**config.mk**
```make
export PLATFORM = sky130hd
export DESIGN_NAME = gtg_pre
export DESIGN_NICKNAME = d
export VERILOG_FILES = /design/src/design/gtg_pkg.sv /design/src/design/gtg_pre.sv
export SDC_FILE = /design/constraint.sdc
export NUM_CORES = 1
export LEC_CHECK = 0
export ABC_AREA = 0
export BUFFER_PORTS_ARGS = -buffer_cell sky130_fd_sc_hd__buf_4
export CORE_ASPECT_RATIO = 1.25
export CORE_UTILIZATION = 40
export CTS_CLUSTER_SIZE = 20
export DETAILED_ROUTE_END_ITERATION = 10
export HOLD_SLACK_MARGIN = 0.03
export PLACE_DENSITY = 0.7
export REMOVE_ABC_BUFFERS = 1
export SYNTH_ARGS = -nofsm -noshare
export SYNTH_HDL_FRONTEND = slang
export SYNTH_SLANG_ARGS = --single-unit
export TNS_END_PERCENT = 30
```
**constraint.sdc**
```tcl
create_clock -name clk_i -period 2.05 [get_ports clk_i]
set_input_delay 0.1025 -clock clk_i [delete_from_list [all_inputs] [get_ports clk_i]]
set_output_delay 0.1025 -clock clk_i [all_outputs]
set_load 0.03 [all_outputs]
```
**src/design/gtg_pkg.sv**
```systemverilog
// Shared types, constants and the arctangent table for the go-to-goal
// proportional controller. No dependencies; used by every design file.
package gtg_pkg;

  // Default number of CORDIC cells in the chain
  localparam int unsigned CordicStepsDef = 16;
  // Table length constant; the table itself has entries up to step index 16
  localparam int unsigned AtanTableLen = 24;

  // Field widths
  localparam int unsigned PosW   = 16;  // Q5.11 positions
  localparam int unsigned AngW   = 16;  // Q3.13 angles
  localparam int unsigned ThrW   = 15;
  localparam int unsigned GainW  = 4;
  localparam int unsigned LinW   = 14;
  localparam int unsigned DistW  = 17;
  localparam int unsigned DiffW  = PosW + 1;  // goal minus pose
  localparam int unsigned PreShift = 8;       // scale before the CORDIC
  localparam int unsigned XW     = 28;        // CORDIC x/y datapath
  localparam int unsigned ZW     = 20;        // angle accumulator, 16 fraction bits
  localparam int unsigned ProdW  = XW + 17;   // x times 1/K
  localparam int unsigned CfgIdxW = 3;
  localparam int unsigned CfgW   = 16;
  localparam int unsigned InDataW  = 48;
  localparam int unsigned OutDataW = 32;

  // Constants
  localparam logic signed [ZW-1:0]   HalfPiQ16 = 20'sd102944;
  localparam logic signed [ZW-1:0]   PiQ13Z    = 20'sd25736;
  localparam logic signed [17:0]     PiQ13     = 18'sd25736;
  localparam logic signed [17:0]     TwoPiQ13  = 18'sd51472;
  localparam logic signed [17:0]     InvKQ16   = 18'sd39797;
  localparam logic signed [ProdW-1:0] DistRound = ProdW'(64'sd8388608);  // 2^23
  localparam logic [20:0]            LinMax    = 21'd10240;

  // Register indexes on the configuration port
  typedef enum logic [CfgIdxW-1:0] {
    CfgGoalX    = 3'd0,
    CfgGoalY    = 3'd1,
    CfgThresh   = 3'd2,
    CfgDistGain = 3'd3,
    CfgHeadGain = 3'd4
  } cfg_idx_e;

  // Configuration as seen by the datapath
  typedef struct packed {
    logic signed [PosW-1:0] goal_x;
    logic signed [PosW-1:0] goal_y;
    logic [ThrW-1:0]        threshold;
    logic [GainW-1:0]       dist_gain;
    logic [GainW-1:0]       head_gain;
  } cfg_t;

  // Payload handed from cell to cell
  typedef struct packed {
    logic signed [XW-1:0]   x;
    logic signed [XW-1:0]   y;
    logic signed [ZW-1:0]   z;
    logic signed [AngW-1:0] heading;
  } cordic_t;

  // round(atan(2^-i) * 2^16); zero from step 17 on
  function automatic logic signed [ZW-1:0] atan_q16(input int unsigned idx);
    logic signed [ZW-1:0] r;
    case (idx)
      0:  r = 20'sd51472;
      1:  r = 20'sd30386;
      2:  r = 20'sd16055;
      3:  r = 20'sd8150;
      4:  r = 20'sd4091;
      5:  r = 20'sd2047;
      6:  r = 20'sd1024;
      7:  r = 20'sd512;
      8:  r = 20'sd256;
      9:  r = 20'sd128;
      10: r = 20'sd64;
      11: r = 20'sd32;
      12: r = 20'sd16;
      13: r = 20'sd8;
      14: r = 20'sd4;
      15: r = 20'sd2;
      16: r = 20'sd1;
      default: r = '0;
    endcase
    return r;
  endfunction

endpackage

```
**src/design/gtg_pre.sv**
```systemverilog
// Entry stage: goal-minus-pose vector, prescale and quadrant pre-rotation.
// Depends on gtg_pkg.
module gtg_pre (
  input  logic                          clk_i,
  input  logic                          rst_ni,
  input  gtg_pkg::cfg_t                 cfg_i,
  input  logic                          valid_i,
  output logic                          ready_o,
  input  logic signed [gtg_pkg::PosW-1:0] pose_x_i,
  input  logic signed [gtg_pkg::PosW-1:0] pose_y_i,
  input  logic signed [gtg_pkg::AngW-1:0] heading_i,
  output logic                          valid_o,
  input  logic                          ready_i,
  output gtg_pkg::cordic_t              data_o
);

  logic signed [gtg_pkg::DiffW-1:0] dx, dy;
  logic signed [gtg_pkg::XW-1:0]    xe, ye;
  gtg_pkg::cordic_t                 data_d, data_q;
  logic                             valid_q, load;

  // Exact 17-bit differences, scaled by 2^8
  assign dx = {cfg_i.goal_x[gtg_pkg::PosW-1], cfg_i.goal_x}
            - {pose_x_i[gtg_pkg::PosW-1], pose_x_i};
  assign dy = {cfg_i.goal_y[gtg_pkg::PosW-1], cfg_i.goal_y}
            - {pose_y_i[gtg_pkg::PosW-1], pose_y_i};
  assign xe = {{(gtg_pkg::XW - gtg_pkg::DiffW - gtg_pkg::PreShift){dx[gtg_pkg::DiffW-1]}},
               dx, {gtg_pkg::PreShift{1'b0}}};
  assign ye = {{(gtg_pkg::XW - gtg_pkg::DiffW - gtg_pkg::PreShift){dy[gtg_pkg::DiffW-1]}},
               dy, {gtg_pkg::PreShift{1'b0}}};

  // Left half plane: rotate by a quarter turn into the right half
  always_comb begin
    data_d.heading = heading_i;
    if (dx[gtg_pkg::DiffW-1]) begin
      if (!dy[gtg_pkg::DiffW-1]) begin
        data_d.x = ye;
        data_d.y = -xe;
        data_d.z = gtg_pkg::HalfPiQ16;
      end else begin
        data_d.x = -ye;
        data_d.y = xe;
        data_d.z = -gtg_pkg::HalfPiQ16;
      end
    end else begin
      data_d.x = xe;
      data_d.y = ye;
      data_d.z = '0;
    end
  end

  assign ready_o = !valid_q || ready_i;
  assign load    = valid_i && ready_o;

  always_ff @(posedge clk_i or negedge rst_ni) begin
    if (!rst_ni) begin
      valid_q <= 1'b0;
    end else if (ready_o) begin
      valid_q <= valid_i;
    end
  end

  always_ff @(posedge clk_i) begin
    if (load) begin
      data_q <= data_d;
    end
  end

  assign valid_o = valid_q;
  assign data_o  = data_q;

endmodule

```
==> Word-level counts from Yosys, hierarchy flattened <==
Cells that the tools add are included.
{ "word_totals": {"out_inout_bits": 94, "ff_bits": 93, "wordCells": 19, "inputBits": 107} }
{ "op_classes": {"bitwise": 1, "muxes": 2, "reduce_logical": 5, "add_sub_neg": 4} }
{ "ops": {"columns": ["operator", "count"], "rows": [
  ["$mux 72", 2],
  ["$neg 25->28", 2],
  ["$sub 16x16->17", 2],
  ["$reduce_and 2->1", 1],
  ["$reduce_or 2->1", 1],
  ["$logic_and 1x1->1", 1],
  ["$logic_not 1->1", 1],
  ["$logic_or 1x1->1", 1],
  ["$not 1->1", 1]
]} }

==> Longest topological paths before layout <==
{ "depth": {"ltp_word": 4, "depth_mapped": 15, "depth_no_buf": 14} }

==> Least setup slack after synthesis <==
OpenSTA, ideal clock, no wires.
{ "synth_timing": {"kind": "register to register", "startpoint": "reg valid_q (netlist: valid_o)", "endpoint": "reg data_q, in the netlist data_o[0], enable pin", "setup_time_ps": 423, "path_buffers": 0, "path_slack_ps": -647, "required_time_ps": 1627, "path_stages_with_launch": 3, "arrival_ps": 2274, "synth_period_minus_slack_ps": 2697, "path_cell_list": "dfrtp_1 > nand2b_1 > and2_1"} }
{ "synth_via": {"elab_chain_cells": 3} }
{ "synth_lines": {"columns": ["item", "line", "source"], "rows": [
  ["start, declared", "gtg_pre.sv:20", "logic valid_q, load;"],
  ["start signal, assigned", "gtg_pre.sv:59", "valid_q <= valid_i;"],
  ["$logic_not 1->1", "gtg_pre.sv:52", "assign ready_o = !valid_q || ready_i;"],
  ["$logic_or 1x1->1", "gtg_pre.sv:52", null],
  ["named net ready_o", "gtg_pre.sv:8", "output logic ready_o,"],
  ["$logic_and 1x1->1", "gtg_pre.sv:53", "assign load = valid_i && ready_o;"],
  ["named net load", "gtg_pre.sv:20", null],
  ["end signal, assigned", "gtg_pre.sv:65", "data_q <= data_d;"],
  ["end, declared", "gtg_pre.sv:19", "gtg_pkg::cordic_t data_d, data_q;"]
]} }
The timed path passes the listed nets, and every way through them passes these cells.
A chain may end at the register's enable or synchronous reset.

==> flow_summary_export.csv <==
group,metric,value,unit
run_status,run_status,"finished, violations left",
run_status,violations,"setup timing",
drt,routed_wirelength,15.04,mm
power_and_ir_drop,static-leakage-power,3.721,nW
die,std_cell_rows,44,
die,design.die.area,12540,µm²
clocking,cts.sinks,60,
grt,grt_start_max_net_pins,37,
job,max_cap_viol_count,0,
layout,utilization,0.6893,
synthesis,post_synth_main_area_contributors,"sky130_fd_sc_hd__edfxtp_1 37%, sky130_fd_sc_hd__ha_1 8.8%, sky130_fd_sc_hd__xnor2_1 5.8%",
worst_setup_path,worstPathRequired,2170,ps
synthesis,synth-edff-count,59,
drt,drt-pass1-iter-count,5,
layout,insertedDiodeCount,0,
layout,fin_area,8045,µm²
timing,max_clock_freq,381.9,MHz
worst_setup_path,crit_arrival,2740,ps
worst_setup_path,worstSetupStartpointType,"input pin",
die,coreArea,11670,µm²
place,place.detailed.instances,935,
timing,slew_headroom,0.6034,
drt,num_vias,4943,
drt,wl_met1,5.663,mm
synthesis,synth_cell_types,67,
clocking,clock_tree_from_tritoncts,"built",
power_and_ir_drop,power.density,743.4,nW/µm²
synthesis,synthesis.area,4836,µm²
clocking,clock_path_buffers,2,
timing,setup_violations,37,
grt,initial_antenna_violation_count,0,
die,die_w,100.3,µm
place,port_buffers,156,
synthesis,synth_largest_type_area_fraction,0.3664,
worst_setup_path,timing.critical_path.fanout_max,7,
grt,grt_usage,0.2359,
min_path,worst_min_path_class,"in2async",
timing,worst_slack,-568.2,ps
synthesis,synth_commonest_cells,"59 x sky130_fd_sc_hd__edfxtp_1, 48 x sky130_fd_sc_hd__a21oi_1, 46 x sky130_fd_sc_hd__inv_1",
clocking,cts_max_level,3,
die,design.portCount,201,
synthesis,synth_async_sr_flop_share,0.01667,
drt,wire_per_inst,15.23,µm
worst_setup_path,critPathKind,"in2reg",
grt,grt_first_pass_wirelength,23.50,mm
synthesis,synth-warning-count,0,
drt,route.top_layer_used,"met4",
drt,detailedRoute.firstIterationViolations,184,
worst_setup_path,critical_path.slowest_cell,"sky130_fd_sc_hd__a311oi_2",
grt,number_of_global_route_vias_before_repair,4973,
drt,remaining_drc_errors,0,
layout,stdcell_count,988,
timing,worst_slew_pin_slew,590.7,ps
timing,pins_over_slew_limit,0,
layout,layout-drive-gt1-share,0.4728,
worst_setup_path,critical_path.cell_chain,"buf_6 -> inv_4 -> ha_4 -> fa_2 -> nor2b_4 -> o31a_1 -> buf_4 -> o31ai_2 -> nand2_1 -> a311oi_2 -> nor2b_2 -> o41ai_4 -> buf_6 -> buf_4 -> mux2i_1",
grt,grt-ovfl-total,0,
worst_setup_path,critical-path-max-stage-delay,330,ps
synthesis,postSynthRegisterBits,60,
clocking,clock_tree.root_cell,"sky130_fd_sc_hd__clkbuf_16",
clocking,cts_buffers,9,
die,floorplan.initialDensity,0.4143,
drt,route.met2.wl,8.160,mm
drt,ant_nets,0,
synthesis,synth.yosys.seq_area_share,0.3715,
synthesis,ys_dominant_reg_cell,"sky130_fd_sc_hd__edfxtp_1",
clocking,worst_setup_hold_path_clk_slew,50,ps
clocking,clkLatencyLatePin,320,ps
drt,via_per_inst,5.003,
timing,tns,-16090,ps
layout,regArea,1797,µm²
timing,timing.final.crit_period,2618,ps
place,worst_setup_slack_after_placement,-993.0,ps
layout,n_fill_cell,884,
synthesis,synth_top_cell_by_area,"sky130_fd_sc_hd__edfxtp_1",
worst_setup_path,endpoint_kind,"flop",
timing,clock_skew,6.426,ps
synthesis,synth.avg_cell_area,9.519,µm²
power_and_ir_drop,irDropWorstVdd,488.7,µV
worst_setup_path,critical_path_depth,15,
worst_setup_path,worst_r2r_path_depth,3,
timing,timing.final.hold_violations,0,
place,dp_hpwl,10.97,mm
worst_setup_path,critPathTopFamily,"compound AO/OA/AOI/OAI gates",
place,cell_area_after_placement,7039,µm²
place,gpl.final_weighted_congestion,0.8833,
synthesis,syn-instance-count,508,
synthesis,synthMostInstantiatedCell,"sky130_fd_sc_hd__edfxtp_1",
timing,setup_repair_after_global_routing_missed_its_margin,"true",
drt,dr_wl_met3,705,µm
layout,fin_nets,965,
layout,multi_input_combinational_cell_area,2910,µm²
die,die-height,124.9,µm
layout,area_growth_syn_to_layout,66.36,%
worst_setup_path,worstPathBufferInverterCount,5,
timing,post-route-period-util,1.277,
==> state kept, by name, summed over array words and instances (netlist names) <==
name     count
valid_o      1
data_o      59
==> where the power goes <==
part	internal (mW)	total (mW)	leakage (nW)	switching [mW]
combinational	1.39	2.94	3.01	1.54
sequential	1.55	1.59	0.572	0.0422
clock	0.968	1.45	0.144	0.485
==> cells in the final DEF, fill, tap and decap left out, types with 18 or more instances in the layout <==
cell,count
sky130_fd_sc_hd__a21oi_1,37
sky130_fd_sc_hd__buf_4,293
sky130_fd_sc_hd__conb_1,24
sky130_fd_sc_hd__dlygate4sd3_1,18
sky130_fd_sc_hd__edfxtp_1,59
sky130_fd_sc_hd__ha_1,31
sky130_fd_sc_hd__inv_1,42
sky130_fd_sc_hd__nand2_1,19
sky130_fd_sc_hd__nor2_1,39
sky130_fd_sc_hd__xnor2_1,31
sky130_fd_sc_hd__xor2_1,18
==> layout make-up <==
class / instances / share of cell area
Timing Repair inverter: 1 / 0.0009331
Inverter: 47 / 0.02317
Multi-Input combinational cell: 374 / 0.3617
Timing Repair Buffer: 329 / 0.3297
Tap cell: 161 / 0.02504
Sequential cell: 60 / 0.2233
Clock inverter: 3 / 0.004977
Clock buffer: 13 / 0.03110
==> through the flow <==
stage | power (mW) | hold WS (ps)
2_1_floorplan | 3.021 | -193.1
5_1_grt | 6.267 | 106.1
3_5_place_dp | 4.147 | -119.0
6_report | 5.981 | 96.18
4_1_cts | 5.847 | 73.71
3_3_place_gp | 4.093 | -122.5
==> repair_timing <==
item                                    CTS  global route
endpoints found under the hold margin    18             0
resized for setup                        55            31
endpoints found under the setup margin   40            40
gates cloned                              4             0
pin swaps                                23            16
buffers inserted                         10             5
hold buffers                             18             0
==> cells by family (layout without fill, tap and decap cells) <==
kind of cell | count (synthesis) | after routing | share of synthesized area
muxes | 14 | 14 | 0.02924
other | 1 | 24 | 0.0007755
xor gates and xnor gates | 52 | 52 | 0.09418
AOI/OAI and AO/OA | 121 | 121 | 0.1677
buffers and inverters | 97 | 393 | 0.1043
and+or+nand+nor | 127 | 127 | 0.1361
adders and majority gates | 36 | 36 | 0.09625
DFF | 60 | 60 | 0.3715
==> metal layers <==
metal	vias up	global-route usage
met2	210	0.4500
met5	-	0
met1	2306	0.2537
met4	0	0.1100
met3	38	0.02627
li1	2389	-
==> worst register-to-register path, stage by stage, from the launching register on <==
cell	delay (ps)
sky130_fd_sc_hd__dfrtp_1	380
sky130_fd_sc_hd__nand2b_1	120
sky130_fd_sc_hd__and2_2	160
sky130_fd_sc_hd__buf_4	390
==> path summary, 6_finish.rpt <==
check / startpoint / slack, ps / endpoint
worst max register to register: valid_o$_DFFE_PN0N_ / 610 / data_o[59]$_DFFE_PP_
max in group asynchronous: rst_ni / 1870 / valid_o$_DFFE_PN0N_
worst max-delay path: cfg_i[39] / -570 / data_o[84]$_DFFE_PP_
worst min-delay path: rst_ni / 100 / valid_o$_DFFE_PN0N_
min in group clk_i: ready_i / 100 / valid_o$_DFFE_PN0N_
worst min register to register: valid_o$_DFFE_PN0N_ / 560 / valid_o$_DFFE_PN0N_
Note: power is estimated with default switching activity, not from simulation.
