===== config.mk =====
export PLATFORM = sky130hd
export DESIGN_NAME = gtg_cell
export DESIGN_NICKNAME = d
export VERILOG_FILES = /design/src/design/gtg_pkg.sv /design/src/design/gtg_cell.sv
export SDC_FILE = /design/constraint.sdc
export NUM_CORES = 1
export LEC_CHECK = 0
export BUFFER_PORTS_ARGS = -buffer_cell sky130_fd_sc_hd__buf_2
export CELL_PAD_IN_SITES_DETAIL_PLACEMENT = 0
export CELL_PAD_IN_SITES_GLOBAL_PLACEMENT = 1
export CORE_ASPECT_RATIO = 0.7
export CORE_MARGIN = 8
export CORE_UTILIZATION = 42
export DETAILED_ROUTE_END_ITERATION = 12
export GPL_TIMING_DRIVEN = 1
export PLACE_DENSITY = 0.85
export SLEW_MARGIN = 40
export SYNTH_ARGS = -nofsm -noshare
export SYNTH_HDL_FRONTEND = slang
export SYNTH_SLANG_ARGS = --single-unit
export TNS_END_PERCENT = 1

===== constraint.sdc =====
create_clock -name clk_i -period 3.35 [get_ports clk_i]
set_input_delay 0.67 -clock clk_i [delete_from_list [all_inputs] [get_ports clk_i]]
set_output_delay 0.67 -clock clk_i [all_outputs]
set_load 0.01 [all_outputs]

===== src/design/gtg_pkg.sv =====
// Shared types, constants and the arctangent table for the go-to-goal
// proportional controller. No dependencies; used by every design file.
package gtg_pkg;

  // Default number of CORDIC cells in the chain
  localparam int unsigned CordicStepsDef = 16;
  // Table length constant; the table itself has entries up to step index 16
  localparam int unsigned AtanTableLen = 24;

  // Field widths
  localparam int unsigned PosW   = 16;  // Q5.11 positions
  localparam int unsigned AngW   = 16;  // Q3.13 angles
  localparam int unsigned ThrW   = 15;
  localparam int unsigned GainW  = 4;
  localparam int unsigned LinW   = 14;
  localparam int unsigned DistW  = 17;
  localparam int unsigned DiffW  = PosW + 1;  // goal minus pose
  localparam int unsigned PreShift = 8;       // scale before the CORDIC
  localparam int unsigned XW     = 28;        // CORDIC x/y datapath
  localparam int unsigned ZW     = 20;        // angle accumulator, 16 fraction bits
  localparam int unsigned ProdW  = XW + 17;   // x times 1/K
  localparam int unsigned CfgIdxW = 3;
  localparam int unsigned CfgW   = 16;
  localparam int unsigned InDataW  = 48;
  localparam int unsigned OutDataW = 32;

  // Constants
  localparam logic signed [ZW-1:0]   HalfPiQ16 = 20'sd102944;
  localparam logic signed [ZW-1:0]   PiQ13Z    = 20'sd25736;
  localparam logic signed [17:0]     PiQ13     = 18'sd25736;
  localparam logic signed [17:0]     TwoPiQ13  = 18'sd51472;
  localparam logic signed [17:0]     InvKQ16   = 18'sd39797;
  localparam logic signed [ProdW-1:0] DistRound = ProdW'(64'sd8388608);  // 2^23
  localparam logic [20:0]            LinMax    = 21'd10240;

  // Register indexes on the configuration port
  typedef enum logic [CfgIdxW-1:0] {
    CfgGoalX    = 3'd0,
    CfgGoalY    = 3'd1,
    CfgThresh   = 3'd2,
    CfgDistGain = 3'd3,
    CfgHeadGain = 3'd4
  } cfg_idx_e;

  // Configuration as seen by the datapath
  typedef struct packed {
    logic signed [PosW-1:0] goal_x;
    logic signed [PosW-1:0] goal_y;
    logic [ThrW-1:0]        threshold;
    logic [GainW-1:0]       dist_gain;
    logic [GainW-1:0]       head_gain;
  } cfg_t;

  // Payload handed from cell to cell
  typedef struct packed {
    logic signed [XW-1:0]   x;
    logic signed [XW-1:0]   y;
    logic signed [ZW-1:0]   z;
    logic signed [AngW-1:0] heading;
  } cordic_t;

  // round(atan(2^-i) * 2^16); zero from step 17 on
  function automatic logic signed [ZW-1:0] atan_q16(input int unsigned idx);
    logic signed [ZW-1:0] r;
    case (idx)
      0:  r = 20'sd51472;
      1:  r = 20'sd30386;
      2:  r = 20'sd16055;
      3:  r = 20'sd8150;
      4:  r = 20'sd4091;
      5:  r = 20'sd2047;
      6:  r = 20'sd1024;
      7:  r = 20'sd512;
      8:  r = 20'sd256;
      9:  r = 20'sd128;
      10: r = 20'sd64;
      11: r = 20'sd32;
      12: r = 20'sd16;
      13: r = 20'sd8;
      14: r = 20'sd4;
      15: r = 20'sd2;
      16: r = 20'sd1;
      default: r = '0;
    endcase
    return r;
  endfunction

endpackage


===== src/design/gtg_cell.sv =====
// One vectoring CORDIC micro-rotation with its own pipeline register.
// Depends on gtg_pkg.
module gtg_cell #(
  parameter int unsigned StepIdx = 0
) (
  input  logic             clk_i,
  input  logic             rst_ni,
  input  logic             valid_i,
  output logic             ready_o,
  input  gtg_pkg::cordic_t data_i,
  output logic             valid_o,
  input  logic             ready_i,
  output gtg_pkg::cordic_t data_o
);

  logic signed [gtg_pkg::XW-1:0] xs, ys;
  gtg_pkg::cordic_t              data_d, data_q;
  logic                          valid_q, load;

  // Arithmetic shifts round toward minus infinity
  assign xs = data_i.x >>> StepIdx;
  assign ys = data_i.y >>> StepIdx;

  // Rotate toward the x axis
  always_comb begin
    data_d.heading = data_i.heading;
    if (!data_i.y[gtg_pkg::XW-1]) begin
      data_d.x = data_i.x + ys;
      data_d.y = data_i.y - xs;
      data_d.z = data_i.z + gtg_pkg::atan_q16(StepIdx);
    end else begin
      data_d.x = data_i.x - ys;
      data_d.y = data_i.y + xs;
      data_d.z = data_i.z - gtg_pkg::atan_q16(StepIdx);
    end
  end

  assign ready_o = !valid_q || ready_i;
  assign load    = valid_i && ready_o;

  always_ff @(posedge clk_i or negedge rst_ni) begin
    if (!rst_ni) begin
      valid_q <= 1'b0;
    end else if (ready_o) begin
      valid_q <= valid_i;
    end
  end

  always_ff @(posedge clk_i) begin
    if (load) begin
      data_q <= data_d;
    end
  end

  assign valid_o = valid_q;
  assign data_o  = data_q;

endmodule


# Word-level counts from Yosys, hierarchy flattened
# Index checks and enable logic that the tools add are counted.
op_classes:
  add_sub_neg: 5
  muxes: 1
  reduce_logical: 3
op_table:
  columns: ["operator", "count"]
  rows:
  - ["76-bit two-way mux", 1]
  - ["28-bit subtractor", 2]
  - ["28-bit adder", 1]
  - ["20-bit by 17-bit adder with 20-bit output, second input constant", 1]
  - ["20-bit by 17-bit subtractor with 20-bit output, second input constant", 1]
  - ["1-bit logical AND", 1]
  - ["1-bit zero test", 1]
  - ["1-bit logical OR", 1]
totals:
  regBits: 93
  input_bits: 96
  output_inout_bits: 94

# Logic depth before layout (Yosys ltp)
# Gate-level depths: netlist of the first run.
depth:
  ltp_word: 3
  depth_mapped: 12
  depth_no_buf: 11

# Worst setup path after synthesis of the first run
# No wires, ideal clock.
synth_path:
  kind: "input port to flip-flop"
  start: "input port ready_i"
  end: "register data_q, in the netlist data_o[0], enable pin"
  setup_ns: 0.460
  arrival_ns: 2.998
  required_ns: 2.890
  slack_ns: -0.108
  path_stages: 2
  path_cell_list: "nand2b_1 -> and2_1"
synth_between:
  elab_chain_cells: 2
synth_rtl:
  columns: ["item", "line", "source"]
  rows:
  - ["start: declaration", "gtg_cell.sv:12", "input logic ready_i,"]
  - ["1-bit logical OR", "gtg_cell.sv:38", "assign ready_o = !valid_q || ready_i;"]
  - ["1-bit logical AND", "gtg_cell.sv:39", "assign load = valid_i && ready_o;"]
  - ["named net load", "gtg_cell.sv:18", "logic valid_q, load;"]
  - ["end signal: assignment", "gtg_cell.sv:51", "data_q <= data_d;"]
  - ["end: declaration", "gtg_cell.sv:17", "gtg_pkg::cordic_t data_d, data_q;"]
# The timed path passes the listed nets, and every way through them passes these cells.
# A chain may end at the register's enable or synchronous reset.

==> impl_metrics.yaml, run 1 <==
critical_path:
  critPathBufInv: 2
  critPathCaptureType: "register"
  required_ps: 3450
  crit_type: "in2reg"
  critical_path.slowest_cell: "sky130_fd_sc_hd__fa_1"
  worstPathCellList: "buf_2 -> inv_1 -> ha_1 -> fa_1 -> nor2b_1 -> o21ai_1 -> a211oi_2 -> o21ai_1 -> a211o_1 -> and2_0 -> a311o_1 -> a311o_1"
  critical_path.max_fanout: 3
  type_of_element_launching_the_critical_path: "input pin"
  worst_ep_arrival_time_ps: 3310
  peak_per_stage_delay_on_the_critical_path_ps: 410
  critical-path-top-delay-family: "compound AO/OA/AOI/OAI gates"
cts:
  root_buffer: "sky130_fd_sc_hd__clkbuf_16"
  post-cts-setup-buffer-count: 0
  path_clk_slew_ps: 70
  h_tree_levels: 3
  cts_tree: "built"
  worstSkewPairLatency_ps: 350
  clock_sink_count: 92
  tritoncts.num_buffers: 9
  clk_path_buf_depth: 2
power:
  vdd_drop_max_mv: 0.215
  power.switching_mw: 1.43
  share_comb_of_total_power_pct: 38.2
  seqPwrFrac_pct: 36.5
  switching_share_pct: 35.3
  power.leakage_nw: 4.75
  cellInternalPower_mw: 2.61
  power_density_nw_per_um2: 386
  post-layout-total-power_mw: 4.03
  pwr-share-clk_pct: 25.4
floorplanning:
  pin_count: 190
  placement_rows: 43
  die-width_um: 184
  initial_utilization_pct: 42.3
  die-height_um: 133
  total_core_area_um2: 19500
  total_die_area_um2: 24500
yosys:
  synth.mux.area_fraction_pct: 1.57
  synth_xor_area_share_pct: 6.67
  synth_fp_nets: 1127
  ys_ff_latch: 92
  syn-instance-count: 923
  avgSynthCellArea_um2: 8.96
  synth_ff_type: "sky130_fd_sc_hd__edfxtp_1"
  count_of_flip_flops_with_a_built_in_enable_after_synthesis: 91
  yosysUniqueCellTypes: 72
  seq_area_frac_synth_pct: 33.4
  combinational_family_with_the_most_area_after_synthesis: "compound AO/OA/AOI/OAI gates"
  synth.yosys.warnings: 0
  synth-adder-area-share_pct: 16.7
  post_synth_instance_area_um2: 8270
  synth_compound_area_share_pct: 22.0
  synth_async_sr_flop_share_pct: 1.09
  synthSimpleGateAreaFrac_pct: 13.5
routing:
  detailroute.via_count: 7927
  wl_um: 26800
  ant_nets: 0
  route.detailed.vias_per_inst: 5.45
  routed_wire_length_per_instance_um: 18.4
  drt_iter0_markers: 717
  drcViolationCount: 0
  detailedRoute.firstPassIterationCount: 5
layout:
  mostFrequentLayoutCell: "sky130_fd_sc_hd__buf_2"
  leading_cell_types_in_the_layout_fill_and_taps_excluded: "sky130_fd_sc_hd__buf_2, sky130_fd_sc_hd__ha_1, sky130_fd_sc_hd__buf_4, sky130_fd_sc_hd__a21oi_1, sky130_fd_sc_hd__edfxtp_1"
  nets: 1383
  final_cell_area_um2: 10400
  drive_gt1_share_pct: 26.9
  antenna-diode-count: 0
  area_growth_syn_to_layout_pct: 26.3
  final_core_util_pct: 53.4
sta:
  rsz0062_at_grt: "false"
  setup_viol_count_final: 0
  timing.final.max_slew_violations: 0
  clock_tree_skew_after_final_layout_ps: 5.64
  final_min_period_ps: 3210
  clock.fmax_ghz: 0.312
  worst_slew_margin_rel_pct: 51.8
  period_share_pct: 95.8
  final_critical_path_setup_slack_ps: 141
  hold_viol_final: 0
  fin_hold_ws_ps: 76.7
  timing_worst_slew_pin_value_ps: 716
placed_design:
  buffer_ports.inserted: 189
  placed_cell_area_um2: 10100
  place_hpwl_um: 22100
  place_congestion: 0.941
  dp_slack_ps: -197
global_routing:
  first_global_vias: 7439
  grt_overflow: 0
  groute.usage.overall_pct: 21.2
  grt_start_max_net_pins: 62
  antenna_found_initial: 1
  grt_pass1_wl_um: 41300
worst_hold_path:
  hold_class: "in2async"
flow_run:
  maxcap_viol_count: 0
status:
  run_status: "finished clean"
## cells by family (layout without fill, tap and decap cells)
| logic type | Yosys count | in the layout |
|---|---|---|
| muxes | 13 | 13 |
| xor gates and xnor gates | 63 | 63 |
| adders and majority gates | 108 | 108 |
| AOI/OAI and AO/OA | 286 | 286 |
| buffers and inverters | 131 | 392 |
| DFF | 92 | 92 |
| and+or+nand+nor | 230 | 230 |
## path summary, 6_finish.rpt
| kind | from | endpoint | slack (ps) | depth (start not counted) |
|---|---|---|---|---|
| min in group clk_i | data_i[2] | data_o[2] | 490 | 1 |
| hold reg to reg | valid_o | valid_o | 540 | 2 |
| setup reg to reg | valid_o | data_o[77] | 1690 | 3 |
| hold / removal | rst_ni | valid_o | 80 | 1 |
| max in group asynchronous | rst_ni | valid_o | 3190 | 1 |
| setup / recovery | data_i[64] | data_o[88] | 140 | 12 |
## power by group through the flow
stage	clock network, mW	registers, mW	logic, mW
floorplan	0	1.56	0.828
global placement	0	1.49	1.50
detailed placement	0	1.50	1.51
CTS	1.05	1.47	1.52
global route	1.08	1.48	1.68
finish	1.02	1.47	1.54
## synth_stat cells (all sizes together) (3+ instances only)
cell	n	area [µm²]
buf	13	65.1
a31o	3	26.3
ha	104	1300
or2	4	25.0
nand2b	9	56.3
o31ai	13	103
nor2	68	255
nand3	12	60.1
nand3b	3	22.5
nor4	9	56.3
o211ai	9	72.6
nand4	11	68.8
o311ai	5	51.3
o311a	4	40.0
fa	4	80.1
nor2b	15	93.8
edfxtp	91	2730
xnor2	55	482
nor3	24	125
inv	89	334
o21bai	11	82.6
a221oi	3	26.3
or3	3	18.8
a2111oi	5	56.3
and2	6	37.5
o31a	4	35.0
nand2	53	199
a21o	20	150
or4	4	30.0
and3	4	26.3
a21oi	93	465
clkbuf	27	101
mux2i	13	130
a211oi	10	80.1
a211o	3	26.3
a31oi	10	62.6
a311o	3	30.0
o21ai	71	355
xor2	8	70.1
## area by class of cell
| cell class | instances | area (µm²) |
|---|---|---|
| flip-flops and latches | 92 | 2760 |
| clock buffers | 9 | 225 |
| repair buffers | 285 | 1690 |
| fillers | 1862 | 9090 |
| clock inverters | 7 | 76.3 |
| inverters | 91 | 342 |
| multi-input cells | 700 | 5010 |
| well taps | 270 | 338 |
## per-layer routing
metal | GRT usage (%) | up-vias | part of all wire (%)
li1 | - | 3847 | -
met1 | 33.0 | 3683 | 49
met2 | 28.9 | 379 | 40
met3 | 4.43 | 16 | 11
met4 | 4.74 | 2 | 0.92
met5 | 0 | - | 0.030
## registers in the layout, indices dropped and copies added (netlist names)
register / count
data_o: 91
valid_o: 1
## worst reg2reg max path, stage by stage, from the launching register on
cell and delay, ps:
sky130_fd_sc_hd__dfrtp_1 370, sky130_fd_sc_hd__nand2b_1 120, sky130_fd_sc_hd__and2_4 430, sky130_fd_sc_hd__buf_12 390
## timing repair
item,in CTS,in global routing
hold buffers,0,0
setup endpoints to repair,0,1
resized for setup,0,1
endpoints found under the hold margin,0,0
## per-stage QoR
step | setup TNS (ps) | std cells
final | 0 | 1454
after global routing | 0 | 1454
after CTS | 0 | 1454
after detailed placement | -338 | 1438
after global placement | -167 | 1438
after floorplan | 0 | 923
Power figures use the tool's default switching activity.
==> run 2, diff against run 1 <==
- CTS_BUF_LIST: default -> sky130_fd_sc_hd__clkbuf_4
==> run 2 against run 1 <==
Sequential share of layout area grew 0.38 points. Flip-flop and latch count is the same. Routed wire length fell by 0.40%. Sequential power is essentially flat. Largest power group unchanged. Global-route usage shrank 0.12 points. Cell count rose by 0.14%. Count of clock-buffer cells in the layout unchanged. Via count rose by 0.33%. First-iteration DRC count increased by 9.2%.
==> impl_metrics.yaml, run 2 (same netlist as run 1, synthesis figures left out) <==
status:
  run_status: "finished clean"
critical_path:
  rr_startpoint: "valid_o"
  required_ps: 3600
  type_of_element_launching_the_critical_path: "input pin"
  worst_ep_arrival_time_ps: 3290
  critPathCaptureType: "register"
  crit_type: "in2reg"
  crit_path_start: "data_i[64]"
  critical_path.max_fanout: 3
floorplanning:
  placement_rows: 43
  total_die_area_um2: 24500
  pin_count: 190
  total_core_area_um2: 19500
  die-width_um: 184
  initial_utilization_pct: 42.3
  die-height_um: 133
layout:
  nets: 1384
  drive_gt1_share_pct: 26.8
  mostFrequentLayoutCell: "sky130_fd_sc_hd__buf_2"
  leading_cell_types_in_the_layout_fill_and_taps_excluded: "sky130_fd_sc_hd__buf_2, sky130_fd_sc_hd__ha_1, sky130_fd_sc_hd__buf_4, sky130_fd_sc_hd__a21oi_1, sky130_fd_sc_hd__edfxtp_1"
  area_growth_syn_to_layout_pct: 24.5
  final_cell_area_um2: 10300
  largest_reg_flops: 91
cts:
  tritoncts.num_buffers: 9
  h_tree_levels: 3
  clk_path_buf_depth: 2
  cts_tree: "built"
  post-cts-setup-buffer-count: 0
  root_buffer: "sky130_fd_sc_hd__clkbuf_4"
  clock_sink_count: 92
  worstSkewPairLatency_ps: 470
  path_clk_slew_ps: 160
routing:
  detailedRoute.firstPassIterationCount: 5
  wl_um: 26700
  drt_iter0_markers: 783
  routed_wire_length_per_instance_um: 18.3
  route.detailed.vias_per_inst: 5.46
  ant_nets: 0
  detailroute.via_count: 7953
  drcViolationCount: 0
global_routing:
  grt_overflow: 0
  grt_start_max_net_pins: 62
  top_usage_layer: "met1"
  use_met3_pct: 4.65
  global_route.usage.met2_pct: 28.9
  met1_track_demand_over_resource_in_global_routing_pct: 33.0
  groute.usage.overall_pct: 21.1
  grt_pass1_wl_um: 41200
  antenna_found_initial: 2
  first_global_vias: 7460
flow_run:
  maxcap_viol_count: 0
sta:
  hold_viol_final: 0
  rsz0062_at_grt: "false"
  setup_viol_count_final: 0
  timing.final.max_slew_violations: 0
  timing_worst_slew_pin_value_ps: 675
  clock.fmax_ghz: 0.329
  period_share_pct: 90.8
  finalSetupTns_ps: 0
  worst_slew_margin_rel_pct: 54.5
  final_critical_path_setup_slack_ps: 309
  clock_tree_skew_after_final_layout_ps: 22.2
  fin_hold_ws_ps: 353
  final_min_period_ps: 3040
worst_hold_path:
  hold_class: "in2reg"
  hold_path.startpoint: "data_i[3]"
placed_design:
  buffer_ports.inserted: 189
  place_congestion: 0.941
  place_hpwl_um: 22100
  dp_slack_ps: -197
  placed_cell_area_um2: 10100
power:
  power_density_nw_per_um2: 354
  vdd_drop_max_mv: 0.151
  power.leakage_nw: 4.69
  post-layout-total-power_mw: 3.64
-- run 2: critical path, stage by stage --
cell and delay, ps:
sky130_fd_sc_hd__buf_2 100, sky130_fd_sc_hd__inv_1 40, sky130_fd_sc_hd__ha_1 200, sky130_fd_sc_hd__fa_1 410
sky130_fd_sc_hd__nor2b_1 170, sky130_fd_sc_hd__o21ai_1 150, sky130_fd_sc_hd__a211oi_2 280, sky130_fd_sc_hd__o21ai_1 150
sky130_fd_sc_hd__a211o_1 340, sky130_fd_sc_hd__and2_0 150, sky130_fd_sc_hd__a311o_1 300, sky130_fd_sc_hd__a311o_1 320
-- run 2: final timing paths --
check                             endpoint  slack (ps)  cells after the start
worst max-delay path            data_o[88]         310                     12
worst min-delay path             data_o[3]         350                      1
worst max register to register  data_o[52]        1660                      3
worst min register to register     valid_o         560                      2
max in group asynchronous          valid_o        2790                      2
min in group asynchronous          valid_o         480                      2
-- run 2: final cells by class --
| class | count | area [µm²] |
|---|---|---|
| diodes | 1 | 2.50 |
| clock buffers | 9 | 67.6 |
| clock inverters | 7 | 76.3 |
| fillers | 1877 | 9240 |
| inverters | 91 | 342 |
| multi-input cells | 700 | 5000 |
| flip-flops and latches | 92 | 2760 |
| well taps | 270 | 338 |
| repair buffers | 286 | 1700 |
-- run 2: timing repair --
action,CTS,global route
hold buffers,1,0
setup endpoints to repair,0,0
resized for setup,0,0
endpoints found under the hold margin,1,0
-- run 2: through the flow --
stage	cells	utilization [%]
floorplan	923	-
global placement	1438	51.9
detailed placement	1438	51.9
CTS	1455	52.7
global route	1456	52.7
finish	1456	52.7
-- run 2: report_power, final --
part           internal, mW  total [mW]  switching, mW
Sequential             1.44        1.47         0.0303
Clock                 0.180       0.630          0.450
Combinational         0.638        1.54          0.899
Total                  2.26        3.64           1.38
-- run 2: per-layer routing --
layer	vias up	wire length, µm
met2	401	10600
met1	3689	13000
met3	17	2840
met4	2	180
met5	-	8
li1	3844	-
