===== src/design/gtg_pkg.sv =====
// Shared types, constants and the arctangent table for the go-to-goal
// proportional controller. No dependencies; used by every design file.
package gtg_pkg;

  // Default number of CORDIC cells in the chain
  localparam int unsigned CordicStepsDef = 16;
  // Table length constant; the table itself has entries up to step index 16
  localparam int unsigned AtanTableLen = 24;

  // Field widths
  localparam int unsigned PosW   = 16;  // Q5.11 positions
  localparam int unsigned AngW   = 16;  // Q3.13 angles
  localparam int unsigned ThrW   = 15;
  localparam int unsigned GainW  = 4;
  localparam int unsigned LinW   = 14;
  localparam int unsigned DistW  = 17;
  localparam int unsigned DiffW  = PosW + 1;  // goal minus pose
  localparam int unsigned PreShift = 8;       // scale before the CORDIC
  localparam int unsigned XW     = 28;        // CORDIC x/y datapath
  localparam int unsigned ZW     = 20;        // angle accumulator, 16 fraction bits
  localparam int unsigned ProdW  = XW + 17;   // x times 1/K
  localparam int unsigned CfgIdxW = 3;
  localparam int unsigned CfgW   = 16;
  localparam int unsigned InDataW  = 48;
  localparam int unsigned OutDataW = 32;

  // Constants
  localparam logic signed [ZW-1:0]   HalfPiQ16 = 20'sd102944;
  localparam logic signed [ZW-1:0]   PiQ13Z    = 20'sd25736;
  localparam logic signed [17:0]     PiQ13     = 18'sd25736;
  localparam logic signed [17:0]     TwoPiQ13  = 18'sd51472;
  localparam logic signed [17:0]     InvKQ16   = 18'sd39797;
  localparam logic signed [ProdW-1:0] DistRound = ProdW'(64'sd8388608);  // 2^23
  localparam logic [20:0]            LinMax    = 21'd10240;

  // Register indexes on the configuration port
  typedef enum logic [CfgIdxW-1:0] {
    CfgGoalX    = 3'd0,
    CfgGoalY    = 3'd1,
    CfgThresh   = 3'd2,
    CfgDistGain = 3'd3,
    CfgHeadGain = 3'd4
  } cfg_idx_e;

  // Configuration as seen by the datapath
  typedef struct packed {
    logic signed [PosW-1:0] goal_x;
    logic signed [PosW-1:0] goal_y;
    logic [ThrW-1:0]        threshold;
    logic [GainW-1:0]       dist_gain;
    logic [GainW-1:0]       head_gain;
  } cfg_t;

  // Payload handed from cell to cell
  typedef struct packed {
    logic signed [XW-1:0]   x;
    logic signed [XW-1:0]   y;
    logic signed [ZW-1:0]   z;
    logic signed [AngW-1:0] heading;
  } cordic_t;

  // round(atan(2^-i) * 2^16); zero from step 17 on
  function automatic logic signed [ZW-1:0] atan_q16(input int unsigned idx);
    logic signed [ZW-1:0] r;
    case (idx)
      0:  r = 20'sd51472;
      1:  r = 20'sd30386;
      2:  r = 20'sd16055;
      3:  r = 20'sd8150;
      4:  r = 20'sd4091;
      5:  r = 20'sd2047;
      6:  r = 20'sd1024;
      7:  r = 20'sd512;
      8:  r = 20'sd256;
      9:  r = 20'sd128;
      10: r = 20'sd64;
      11: r = 20'sd32;
      12: r = 20'sd16;
      13: r = 20'sd8;
      14: r = 20'sd4;
      15: r = 20'sd2;
      16: r = 20'sd1;
      default: r = '0;
    endcase
    return r;
  endfunction

endpackage


===== src/design/gtg_post.sv =====
// Back end: gain correction, arrival test, heading error wrap and the
// proportional outputs, in three registered stages. Depends on gtg_pkg.
module gtg_post (
  input  logic                            clk_i,
  input  logic                            rst_ni,
  input  gtg_pkg::cfg_t                   cfg_i,
  input  logic                            valid_i,
  output logic                            ready_o,
  input  gtg_pkg::cordic_t                data_i,
  output logic                            valid_o,
  input  logic                            ready_i,
  output logic [gtg_pkg::LinW-1:0]        lin_o,
  output logic signed [gtg_pkg::PosW-1:0] ang_o,
  output logic                            arrived_o
);

  // Stage 1: x times 1/K
  logic                              v1_q, r1;
  logic signed [gtg_pkg::ProdW-1:0]  prod_q, prod_d;
  logic signed [gtg_pkg::ZW-1:0]     z_q;
  logic signed [gtg_pkg::AngW-1:0]   head_q;
  // Stage 2: distance, bearing, wrapped error
  logic                              v2_q, r2;
  logic                              arr2_q, arr2_d;
  logic [gtg_pkg::DistW-1:0]         dist_q, dist_d;
  logic signed [gtg_pkg::AngW-1:0]   err_q, err_d;
  logic signed [gtg_pkg::ProdW-1:0]  psum;
  logic signed [gtg_pkg::ZW-1:0]     bear_full;
  logic signed [17:0]                bear, err0, err1, err2;
  // Stage 3: gains and limits
  logic                              v3_q, r3;
  logic [gtg_pkg::LinW-1:0]          lin_q, lin_d;
  logic signed [gtg_pkg::PosW-1:0]   ang_q, ang_d;
  logic                              arr3_q;
  logic [20:0]                       lin_prod;
  logic signed [20:0]                ang_prod, ang_sh;

  // Ready chain, bubbles collapse
  assign r3      = !v3_q || ready_i;
  assign r2      = !v2_q || r3;
  assign r1      = !v1_q || r2;
  assign ready_o = r1;

  assign prod_d = gtg_pkg::ProdW'(data_i.x * gtg_pkg::InvKQ16);

  // Distance rounded to Q5.11, negative clamps to zero
  assign psum   = prod_q + gtg_pkg::DistRound;
  assign dist_d = psum[gtg_pkg::ProdW-1] ? '0 : psum[40:24];
  assign arr2_d = dist_d <= {2'b00, cfg_i.threshold};

  // Bearing in Q3.13, then error wrapped into [-pi, pi] twice
  assign bear_full = (z_q + gtg_pkg::ZW'(4)) >>> 3;
  always_comb begin
    if (bear_full > gtg_pkg::PiQ13Z) begin
      bear = gtg_pkg::PiQ13;
    end else if (bear_full < -gtg_pkg::PiQ13Z) begin
      bear = -gtg_pkg::PiQ13;
    end else begin
      bear = 18'(bear_full);
    end
    err0 = bear - 18'(head_q);
    if (err0 > gtg_pkg::PiQ13) begin
      err1 = err0 - gtg_pkg::TwoPiQ13;
    end else if (err0 < -gtg_pkg::PiQ13) begin
      err1 = err0 + gtg_pkg::TwoPiQ13;
    end else begin
      err1 = err0;
    end
    if (err1 > gtg_pkg::PiQ13) begin
      err2 = err1 - gtg_pkg::TwoPiQ13;
    end else if (err1 < -gtg_pkg::PiQ13) begin
      err2 = err1 + gtg_pkg::TwoPiQ13;
    end else begin
      err2 = err1;
    end
  end
  assign err_d = err2[gtg_pkg::AngW-1:0];

  // Proportional outputs with clamp and saturation
  assign lin_prod = 21'(cfg_i.dist_gain) * 21'(dist_q);
  assign ang_prod = $signed({1'b0, cfg_i.head_gain}) * err_q;
  assign ang_sh   = (ang_prod + 21'sd2) >>> 2;
  always_comb begin
    if (arr2_q) begin
      lin_d = '0;
      ang_d = '0;
    end else begin
      lin_d = (lin_prod > gtg_pkg::LinMax) ? gtg_pkg::LinMax[gtg_pkg::LinW-1:0]
                                           : lin_prod[gtg_pkg::LinW-1:0];
      if (ang_sh > 21'sd32767) begin
        ang_d = 16'sh7fff;
      end else if (ang_sh < -21'sd32768) begin
        ang_d = 16'sh8000;
      end else begin
        ang_d = ang_sh[gtg_pkg::PosW-1:0];
      end
    end
  end

  // Valid flags
  always_ff @(posedge clk_i or negedge rst_ni) begin
    if (!rst_ni) begin
      v1_q <= 1'b0;
      v2_q <= 1'b0;
      v3_q <= 1'b0;
    end else begin
      if (r1) v1_q <= valid_i;
      if (r2) v2_q <= v1_q;
      if (r3) v3_q <= v2_q;
    end
  end

  // Payload registers
  always_ff @(posedge clk_i) begin
    if (r1 && valid_i) begin
      prod_q <= prod_d;
      z_q    <= data_i.z;
      head_q <= data_i.heading;
    end
    if (r2 && v1_q) begin
      dist_q <= dist_d;
      err_q  <= err_d;
      arr2_q <= arr2_d;
    end
    if (r3 && v2_q) begin
      lin_q  <= lin_d;
      ang_q  <= ang_d;
      arr3_q <= arr2_q;
    end
  end

  assign valid_o   = v3_q;
  assign lin_o     = lin_q;
  assign ang_o     = ang_q;
  assign arrived_o = arr3_q;

endmodule


===== config.mk =====
export PLATFORM = sky130hd
export DESIGN_NAME = gtg_post
export DESIGN_NICKNAME = d
export VERILOG_FILES = /design/src/design/gtg_pkg.sv /design/src/design/gtg_post.sv
export SDC_FILE = /design/constraint.sdc
export NUM_CORES = 1
export LEC_CHECK = 0
export BUFFER_PORTS_ARGS = -buffer_cell sky130_fd_sc_hd__buf_4
export CAP_MARGIN = 20
export CORE_MARGIN = 2
export CORE_UTILIZATION = 45
export CTS_CLUSTER_SIZE = 12
export DETAILED_ROUTE_END_ITERATION = 7
export GPL_TIMING_DRIVEN = 0
export PLACE_DENSITY = 0.61
export SYNTH_ARGS = -nofsm -noshare
export SYNTH_HDL_FRONTEND = slang
export SYNTH_SLANG_ARGS = --single-unit

===== constraint.sdc =====
create_clock -name clk_i -period 13 [get_ports clk_i]
set_input_delay 3.25 -clock clk_i [delete_from_list [all_inputs] [get_ports clk_i]]
set_output_delay 3.25 -clock clk_i [all_outputs]
set_load 0.03 [all_outputs]

### Yosys cells after proc, flatten, opt, wreduce, memory -nomap -nowiden

Index checks and enable logic that the tools add are counted.

| operators by class | value |
|---|---|
| add/subtract/negate cells | 8 |
| multiply operators | 3 |
| mux-type cells | 10 |
| reduce and logical (&&, ||, !) cells | 11 |
| $lt $le $gt $ge | 10 |

Operators with widths:

| operator | number |
|---|---|
| 2-to-1 mux 18 bit | 4 |
| 2-to-1 mux 16 bit | 3 |
| adder 45 x 25 -> 45 bit (second input constant) | 1 |
| multiplier 28 x 17 -> 45 bit (second input constant) | 1 |
| greater-than comparator 18 x 16 -> 1 bit (second input constant) | 2 |
| less-than comparator 18 x 16 -> 1 bit (second input constant) | 2 |
| adder 21 x 3 -> 21 bit (second input constant) | 1 |
| greater-than comparator 21 x 14 -> 1 bit (second input constant) | 1 |
| multiplier 4 x 17 -> 21 bit | 1 |
| multiplier 5 x 16 -> 21 bit | 1 |
| adder 20 x 4 -> 20 bit (second input constant) | 1 |
| greater-than comparator 19 x 16 -> 1 bit (second input constant) | 1 |
| less-than comparator 19 x 16 -> 1 bit (second input constant) | 1 |
| adder 18 x 17 -> 18 bit (second input constant) | 1 |
| subtractor 18 x 16 -> 18 bit | 1 |
| subtractor 18 x 17 -> 18 bit (second input constant) | 1 |
| greater-than comparator 17 x 16 -> 1 bit (second input constant) | 1 |
| <= comparator 17 x 15 -> 1 bit | 1 |
| less-than comparator 17 x 16 -> 1 bit (second input constant) | 1 |
| 2-to-1 mux 17 bit | 1 |
| adder 16 x 15 -> 16 bit (second input constant) | 1 |
| subtractor 16 x 15 -> 16 bit (second input constant) | 1 |
| 2-to-1 mux 15 bit | 1 |
| 2-to-1 mux 14 bit | 1 |
| 4 further kinds | 11 |

| storage, ports and cells | value |
|---|---|
| bits in registers | 149 |
| bits of input ports | 151 |
| output and inout port bits | 33 |

### Depth between registers and ports, before layout

Gate-level depths: netlist of run 1.

| logic depth | value |
|---|---|
| word-level depth | 11 |
| gate-level depth with buffers | 42 |
| gate-level depth less buffers | 39 |

### Worst setup path after synthesis of run 1

No wires, ideal clock.

| path | value |
|---|---|
| path type | input-to-reg |
| start point | input data_i[70] (netlist name) |
| end point | register prod_q[44] (netlist name), data pin |
| required time | 12.741 ns |
| setup time | 0.259 ns |
| data arrival time | 9.192 ns |
| stages | 26 |
| slack | 3.549 ns |
| path buffers | 0 |
| cell sequence | ha_1 inv_1 fa_1 inv_1 fa_1 inv_1 fa_1 inv_1 fa_1 fa_1 ha_1 a21o_1 a21o_1 a21o_1 a21oi_1 o2111ai_1 a31oi_1 nor2_1 a41oi_1 o311ai_0 a41oi_1 a21oi_1 and4_1 o31a_1 o22ai_1 xnor2_1 |

| between the ends | value |
|---|---|
| cells in the longest elaborated chain, start to end | 1 |

RTL lines:

| element | line | RTL |
|---|---|---|
| start: declaration | gtg_post.sv:9 | `input gtg_pkg::cordic_t data_i,` |
| multiplier 28 x 17 -> 45 bit | gtg_post.sv:44 | `assign prod_d = gtg_pkg::ProdW'(data_i.x * gtg_pkg::InvKQ16);` |
| named net prod_d, one bit | gtg_post.sv:19 | `logic signed [gtg_pkg::ProdW-1:0] prod_q, prod_d;` |
| end signal: assignment | gtg_post.sv:116 | `prod_q <= prod_d;` |
| end: declaration | gtg_post.sv:19 |  |

The timed path passes the listed nets, and every way through them passes these cells.
A chain may end at the register's enable or synchronous reset.

### Worst setup path after layout of run 1

| path | value |
|---|---|
| start point | input data_i[77] (netlist name) |
| end point | register prod_q[44] (netlist name), data pin |

Same word-level chain as after synthesis.

==> results of run 1 <==
-- flip-flops by register name, summed over array words and instances (netlist names), 14 cells and up --
signal	cells
prod_q	22
z_q	18
dist_q	17
ang_o	16
head_q	16
lin_o	14
err_q	16
-- power by group through the flow --
stage               clock network, W  logic, W  registers, W
floorplan                          0   0.00381      0.000926
global placement                   0   0.00486      0.000885
detailed placement                 0   0.00496      0.000887
CTS                         0.000499   0.00500      0.000879
global route                0.000515   0.00574      0.000895
finish                      0.000490   0.00496      0.000879
-- cell families after synthesis --
| kind of cell | share of synthesized area (%) |
|---|---|
| AOI/OAI and AO/OA | 10.4 |
| xor gates and xnor gates | 5.32 |
| adders and majority gates | 45.1 |
| buffers and inverters | 9.78 |
| DFF | 18.1 |
| muxes | 0.0976 |
| and+or+nand+nor | 11.2 |
-- cell usage in the layout, fill, tap and decap left out, types with 7 or more instances in the layout --
master and count:
a21o_1 27, a21oi_1 79, a31oi_1 15, and2_1 79, and3_1 11, buf_4 119
clkbuf_1 27, clkbuf_16 17, edfxtp_1 121, fa_1 281, ha_1 290, inv_1 502
nand2_1 132, nand2b_1 18, nand3_1 30, nand4_1 9, nor2_1 97, nor2b_1 19
nor3_1 22, nor4_1 8, nor4b_1 7, o21a_1 14, o21ai_0 51, o21ai_1 8
o21bai_1 15, o22ai_1 13, xnor2_1 64, xor2_1 50
-- layout make-up --
cell class | instances | area, sq um
Fill cell | 4193 | 22400
Multi-Input combinational cell | 1462 | 14800
Sequential cell | 124 | 3710
Timing Repair Buffer | 121 | 961
Antenna cell | 1 | 2.50
Clock buffer | 19 | 433
Clock inverter | 13 | 166
Inverter | 502 | 1880
Buffer | 29 | 123
Tap cell | 600 | 751
-- metal layers --
metal	track usage (%)	part of all wire (%)
met1	28.2	49
met2	32.3	46
met3	2.08	3.2
met4	4.95	1.8
met5	0	0
-- worst min-delay path by stage --
stage                                 from               end  slack (ps)  cells past startpoint
after detailed placement  v1_q$_DFFE_PN0N_  v2_q$_DFFE_PN0P_         480                      1
final                     v1_q$_DFFE_PN0N_  v2_q$_DFFE_PN0P_         490                      1
after global placement    v1_q$_DFFE_PN0N_  v2_q$_DFFE_PN0P_         460                      1
after global routing      v1_q$_DFFE_PN0N_  v2_q$_DFFE_PN0P_         510                      1
after floorplan           v1_q$_DFFE_PN0N_  v2_q$_DFFE_PN0P_         450                      1
after CTS                 v1_q$_DFFE_PN0N_  v2_q$_DFFE_PN0P_         500                      1
-- stage by stage --
step                      instance area [sq um]  instances  util, %
after floorplan                           20500       2117        -
after global placement                    22100       2835     49.0
after detailed placement                  22200       2838     49.2
after CTS                                 22800       2870     50.5
after global routing                      22800       2871     50.5
final                                     22800       2871     50.5
-- worst max-delay path: cells and delay by family --
family                   cells  cell delay [ps]
AO/OA/AOI/OAI                9             2780
XOR/XNOR                     1              110
adder cells (fa/ha/maj)      7             3210
buffers and inverters        5              410
AND/OR/NAND/NOR              2              360
==> flow_summary.yaml, run 1 <==
outcome:
  status: "finished, final reports clean"
detailed_routing:
  drtAntennaViolNets: 0
  vias: 14500
  drc: 0
  wl_um: 44400
  wire_per_inst_um: 15.5
  first_pass_iters: 5
  via_per_inst: 5.04
  drtIter0Drc: 666
logic_synthesis:
  syn-num-nets: 2839
  ys_seq_area_share_pct: 18.1
  synth_area_sq_um: 20500
  synth_edf_count: 121
  ys_top_cells_by_area: "fa_1 27%, edfxtp_1 18%, ha_1 18%, inv_1 9.2%, xnor2_1 2.7%"
  yosysTopAreaCellShare_pct: 27.4
  synth_top_area_cell: "fa_1"
  ys_seq_elements: 124
  syn_inst: 2117
  synth_common_cells: "502 x inv_1, 290 x ha_1, 281 x fa_1"
  synth.distinct_cells: 82
  syn_avg_cell_area_sq_um: 9.69
  synth_flop_cell: "edfxtp_1"
  yosysWarnings: 0
  synthArstFlopShare_pct: 2.42
  yosysMostFrequentCell: "inv_1"
min_path:
  min_path_type: "reg -> reg"
global_routing:
  grt_max_degree: 32
  antenna_found_initial: 1
  grt_pass1_wl_um: 75000
  gr-total-overflow: 0
  track_usage_pct: 19.8
  grt_pass1_vias: 15300
floorplanning:
  num_io_pins: 184
  num_rows: 78
  start_util_pct: 45.4
  dieArea_sq_um: 47300
  core_area_sq_um: 45200
  die_width_um: 217
  fp.dieH_um: 217
clock_network:
  cts_resized: 0
  cts_hold_buffers: 0
  clk_pin_slew_ps: 60
  post_cts_buffers: 0
  cts_buffer_depth: 2
  htree_levels: 4
  clk_latency_ps: 430
  cts_buffers: 17
  cts-root-buf: "clkbuf_16"
  cts_sinks: 124
  cts_tree: "yes"
sta:
  fin_crit_ps: 10010
  timing.fmax_mhz: 99.9
  holdWs_ps: 492
  relSlewSlack_pct: 36.1
  worstMarginPinSlew_ps: 947
  hold_viol_final: 0
  drv_slew: 0
  skew_ps: 11.3
  setup_tns_ps: 0
  setup-violations-final: 0
  fin_crit_sh_pct: 77.0
  fin_ws_ps: 2990
  rsz0062_at_grt: "no"
run:
  cap_violations: 0
critical_path:
  rrSetupSlack_ps: 3910
  cp_cell_sequence: "buf_4 > ha_1 > inv_1 > fa_1 > inv_1 > fa_1 > inv_1 > fa_1 > fa_1 > inv_1 > fa_1 > ha_1 > a2111oi_0 > o2111ai_1 > a31oi_1 > nor2_1 > a41oi_1 > o311ai_0 > a41oi_1 > a21oi_1 > and4_1 > o31a_1 > o22ai_1 > xnor2_1"
  setup.worst_path.class: "in -> reg"
  crit_path_start_kind: "primary input"
  timing.rr.end: "err_q[10]$_DFFE_PP_"
  critPathMaxStageDelay_ps: 630
  worst_setup_path_end_kind: "flop"
  cp.required_ps: 13150
  critPathCapture: "prod_q[44]$_DFFE_PP_"
  startpoint: "data_i[77]"
  worst-r2r-cell-count: 39
  arrival_ps: 10160
  r2r_start: "z_q[5]$_DFFE_PP_"
  cp_slowest_cell: "a2111oi_0"
  cp_max_fo: 6
  cpMostUsedCell: "fa_1"
placed_design:
  hpwl_um: 38800
  io_buffers: 118
  place_congestion: 0.893
  dp_slack_ps: 2560
power:
  swShare_pct: 48.6
  switchingPower_w: 0.00308
  power_frac_comb_pct: 78.4
  p_clk_share_pct: 7.7
  intPower_w: 0.00325
  seqPwrFrac_pct: 13.9
  power.total_w: 0.00633
  ir_drop_v: 0.000195
  power_density_nw_per_um2: 277
  power.leakage_nw: 11.2
layout:
  layout.nets: 2979
  area_growth_pct: 11.3
  drive_gt1_share_pct: 8.15
(Power assumes the default switching activity.)
==> inputs of run 2 (changes only) <==
Settings changed: PLACE_DENSITY 0.61 to 0.64.
Clock period 13 ns to 8.4 ns, I/O delays scaled along.
==> flow_summary.yaml, run 2 (same netlist as run 1, synthesis figures left out) <==
clock_network:
  cts_buffer_depth: 2
  clk_pin_slew_ps: 60
  htree_levels: 4
  cts_tree: "yes"
  clk_latency_ps: 420
  cts_buffers: 17
  cts-root-buf: "clkbuf_16"
  cts_sinks: 124
floorplanning:
  fp.dieH_um: 217
  num_rows: 78
  start_util_pct: 45.4
  num_io_pins: 184
  dieArea_sq_um: 47300
  die_width_um: 217
  core_area_sq_um: 45200
layout:
  design_area_sq_um: 23200
  reg.largest.list: "prod_q x22, z_q x18, dist_q x17"
  ff_latch_area_sq_um: 3710
  largest_register: "prod_q"
  final_common_cell: "inv_1"
  final_cell_mix: "500 x inv_1, 286 x ha_1, 281 x fa_1"
  largest_register_ffs: 22
  fillers: 4126
  layout.nets: 2998
  drive_gt1_share_pct: 10.5
  fin_util_pct: 51.3
  multiInputGateArea_sq_um: 15000
  n_antenna_cell: 0
  area_growth_pct: 13.1
detailed_routing:
  top_layer: "met4"
  met2_length_um: 21000
  vias: 14700
  wire_per_inst_um: 15.7
  via_per_inst: 5.11
  met1_length_um: 21500
  drtAntennaViolNets: 0
  drc: 0
  wl_um: 45300
  first_pass_iters: 5
  wl_met3_um: 2070
  drtIter0Drc: 713
critical_path:
  cp_max_fo: 6
  r2r_start: "z_q[2]$_DFFE_PP_"
  cp.required_ps: 8550
  arrival_ps: 8270
  startpoint: "data_i[72]"
  worst_setup_path_end_kind: "flop"
  setup.worst_path.class: "in -> reg"
  crit_path_start_kind: "primary input"
global_routing:
  grt_max_degree: 39
  grt_pass1_vias: 15300
  track_usage_pct: 19.8
  grt_pass1_wl_um: 75300
  antenna_found_initial: 0
  gr-total-overflow: 0
min_path:
  hold_start: "v1_q$_DFFE_PN0N_"
  min_path_type: "reg -> reg"
power:
  power_density_nw_per_um2: 441
  ir_drop_v: 0.000342
  power.total_w: 0.0102
  power.leakage_nw: 11.3
sta:
  relSlewSlack_pct: 26.9
  timing.fmax_mhz: 123
  fin_crit_sh_pct: 96.6
  hold_viol_final: 0
  holdWs_ps: 496
  skew_ps: 14.1
  fin_ws_ps: 288
  fin_crit_ps: 8110
  worstMarginPinSlew_ps: 1080
  drv_slew: 0
  setup-violations-final: 0
placed_design:
  dp_slack_ps: -849
  io_buffers: 118
  place_congestion: 0.909
  placed_area_sq_um: 22200
  hpwl_um: 39000
outcome:
  status: "finished, final reports clean"
run:
  cap_violations: 0
## run 2: final cells by class
type                       count  area share (%)
buffer                        28           0.513
clock buffer                  18            1.85
clock inverter                13           0.653
inverter                     502            8.13
multi-input combinational   1462            64.8
sequential                   124            16.0
tap                          600            3.24
timing repair buffer         141            4.79
## run 2: report_power, final
group          total (W)  internal (W)  leakage, nW  switching (W)
clock           0.000736      0.000461        0.274       0.000275
sequential       0.00136       0.00123         1.21       0.000131
combinational    0.00814       0.00357         9.86        0.00457
## run 2: final timing paths
kind / end / cells past startpoint / slack (ps)
worst max-delay path: prod_q[44]$_DFFE_PP_ / 27 / 290
worst min-delay path: v2_q$_DFFE_PN0P_ / 1 / 500
worst max register to register: err_q[11]$_DFFE_PP_ / 37 / 490
worst min register to register: v2_q$_DFFE_PN0P_ / 1 / 500
max in group asynchronous: v1_q$_DFFE_PN0N_ / 1 / 6840
min in group asynchronous: valid_o$_DFFE_PN0P_ / 1 / 1460
## run 2: metrics by stage
step / setup TNS (ps) / instances
finish: 0 / 2888
global route: -574 / 2888
CTS: 0 / 2870
detailed placement: -9330 / 2838
global placement: -6250 / 2835
floorplan: 0 / 2117
## run 2: metal layers
| metal | GRT usage [%] | vias up |
|---|---|---|
| li1 | - | 7193 |
| met4 | 4.34 | 0 |
| met3 | 2.75 | 40 |
| met1 | 27.7 | 7222 |
| met5 | 0 | - |
| met2 | 32.8 | 294 |
## run 2: critical path: stages
cell	delay (ps)
buf_4	160
ha_1	340
inv_1	100
fa_1	540
inv_1	50
fa_1	480
inv_1	60
fa_1	530
fa_1	560
inv_1	60
fa_1	470
ha_1	310
a21o_1	160
a21oi_1	150
nor2b_1	60
o21ai_0	180
o2111ai_1	140
a31oi_1	240
nor2_2	90
a41oi_4	290
o311ai_4	130
a41oi_2	230
a21oi_2	120
and4_1	210
o31a_1	270
o22ai_2	140
xnor2_1	90
## run 2: repair_timing
action | 4_1_cts | 5_1_grt
setup buffers | 2 | 17
endpoints found under the setup margin | 16 | 16
pin swaps | 2 | 12
resized for setup | 17 | 32
hold buffers | 0 | 0
cloned | 0 | 1
==> inputs of run 3 (changes only) <==
==> constraint.sdc (replaced) <==
create_clock -name clk_i -period 8.4 [get_ports clk_i]
set_input_delay 0.42 -clock clk_i [delete_from_list [all_inputs] [get_ports clk_i]]
set_output_delay 0.42 -clock clk_i [all_outputs]
set_load 0.03 [all_outputs]
==> flow_summary.yaml, run 3 (same netlist as run 1, synthesis figures left out) <==
outcome:
  status: "finished, final reports clean"
global_routing:
  gr-total-overflow: 0
  antenna_found_initial: 0
  grt_max_degree: 39
  grt_pass1_vias: 15300
  track_usage_pct: 19.8
  grt_pass1_wl_um: 75300
layout:
  largest_register: "prod_q"
  n_antenna_cell: 0
  area_growth_pct: 12.5
  multiInputGateArea_sq_um: 15000
  reg.largest.list: "prod_q x22, z_q x18, dist_q x17"
  layout.nets: 2992
  drive_gt1_share_pct: 9.86
  fin_util_pct: 51.1
  final_common_cell: "inv_1"
  largest_register_ffs: 22
  fillers: 4135
  final_cell_mix: "500 x inv_1, 286 x ha_1, 281 x fa_1"
  ff_latch_area_sq_um: 3710
sta:
  setup_tns_ps: 0
  worstMarginPinSlew_ps: 1060
  drv_slew: 0
  relSlewSlack_pct: 28.4
  fin_crit_sh_pct: 94.1
  skew_ps: 11.4
  fin_crit_ps: 7910
  hold_viol_final: 0
  setup-violations-final: 0
  timing.fmax_mhz: 126
clock_network:
  htree_levels: 4
  cts_buffer_depth: 2
  cts_buffers: 17
  cts_sinks: 124
  cts-root-buf: "clkbuf_16"
  clk_pin_slew_ps: 60
  cts_tree: "yes"
  clk_latency_ps: 420
critical_path:
  crit_path_start_kind: "flop"
  worst-r2r-cell-count: 37
  rrSetupSlack_ps: 490
  arrival_ps: 8060
  cp_max_fo: 9
  cp.required_ps: 8550
  r2r_start: "z_q[2]$_DFFE_PP_"
  critPathMaxStageDelay_ps: 510
  worst_setup_path_end_kind: "flop"
  cp_slowest_cell: "or4_1"
  timing.rr.end: "err_q[11]$_DFFE_PP_"
  setup.worst_path.class: "reg -> reg"
detailed_routing:
  vias: 14700
  drtIter0Drc: 663
  first_pass_iters: 5
  wire_per_inst_um: 15.7
  wl_um: 45100
  via_per_inst: 5.10
  drc: 0
  drtAntennaViolNets: 0
floorplanning:
  dieArea_sq_um: 47300
  die_width_um: 217
  num_rows: 78
  fp.dieH_um: 217
  core_area_sq_um: 45200
  start_util_pct: 45.4
  num_io_pins: 184
placed_design:
  hpwl_um: 39000
  io_buffers: 118
  place_congestion: 0.909
power:
  power.leakage_nw: 11.3
  ir_drop_v: 0.000306
  power_density_nw_per_um2: 428
run:
  cap_violations: 0
min_path:
  hold_start: "data_i[15]"
  hold_end: "head_q[15]$_DFFE_PP_"
  min_path_type: "in -> reg"
  holdPathStages: 1
[run 3: changes by cell type in the layout (fill, tap and decap cells not counted), moves of 2 or more]
cell / change
a41oi_1: +2
buf_4: -7
nor2_1: +2
nor2_2: -2
[run 3: cell type report]
cell class	count	share of cell area, %
well taps	600	3.25
repair buffers	135	4.63
inverters	502	8.16
plain buffers	28	0.515
flip-flops and latches	124	16.1
multi-input cells	1462	64.9
clock inverters	13	0.656
clock buffers	18	1.86
[run 3: metrics by stage]
stage	hold slack, ps	cells	total power (W)	worst slack (ps)	instance area, sq um
CTS	149	2871	0.00987	19.2	22900
global placement	215	2835	0.00885	-300	22100
global route	147	2882	0.0111	-86.1	23100
finish	169	2882	0.00988	492	23100
floorplan	124	2117	0.00733	755	20500
detailed placement	219	2838	0.00904	-516	22200
[run 3: metal layers]
metal	vias to the layer above	track usage (%)	part of all wire [%]
met5	-	0	0
met1	7174	27.7	48
met2	313	32.8	46
met3	39	2.75	4.4
met4	0	4.34	1.5
li1	7182	-	-
[run 3: worst max path at each step]
stage / cells after the start / to / startpoint
4_1_cts: 39 / err_q[5]$_DFFE_PP_ / z_q[3]$_DFFE_PP_
3_3_place_gp: 41 / err_q[10]$_DFFE_PP_ / z_q[2]$_DFFE_PP_
6_report: 37 / err_q[11]$_DFFE_PP_ / z_q[2]$_DFFE_PP_
5_1_grt: 40 / err_q[5]$_DFFE_PP_ / z_q[2]$_DFFE_PP_
3_5_place_dp: 41 / err_q[10]$_DFFE_PP_ / z_q[3]$_DFFE_PP_
2_1_floorplan: 41 / err_q[10]$_DFFE_PP_ / z_q[2]$_DFFE_PP_
[run 3: power by group]
group / switching, W / internal [W] / leakage [nW]
Clock: 0.000273 / 0.000460 / 0.274
Sequential: 0.000131 / 0.00123 / 1.21
Combinational: 0.00439 / 0.00340 / 9.79
Total: 0.00479 / 0.00509 / 11.3
[run 3: timing repair]
action,CTS,global route
hold buffers,1,0
cloned,0,1
resized for setup,10,27
pin swaps,2,6
hold endpoints to repair,3,0
setup endpoints to repair,12,12
buffers inserted,2,10
[run 3: worst max-delay path: cells and delay by family (launching register included)]
family | cells | cell delay [ps]
compound gates | 12 | 2410
xor+xnor | 4 | 860
fa+ha+maj | 3 | 670
buf+inv | 5 | 730
flops | 1 | 440
simple gates | 13 | 2530
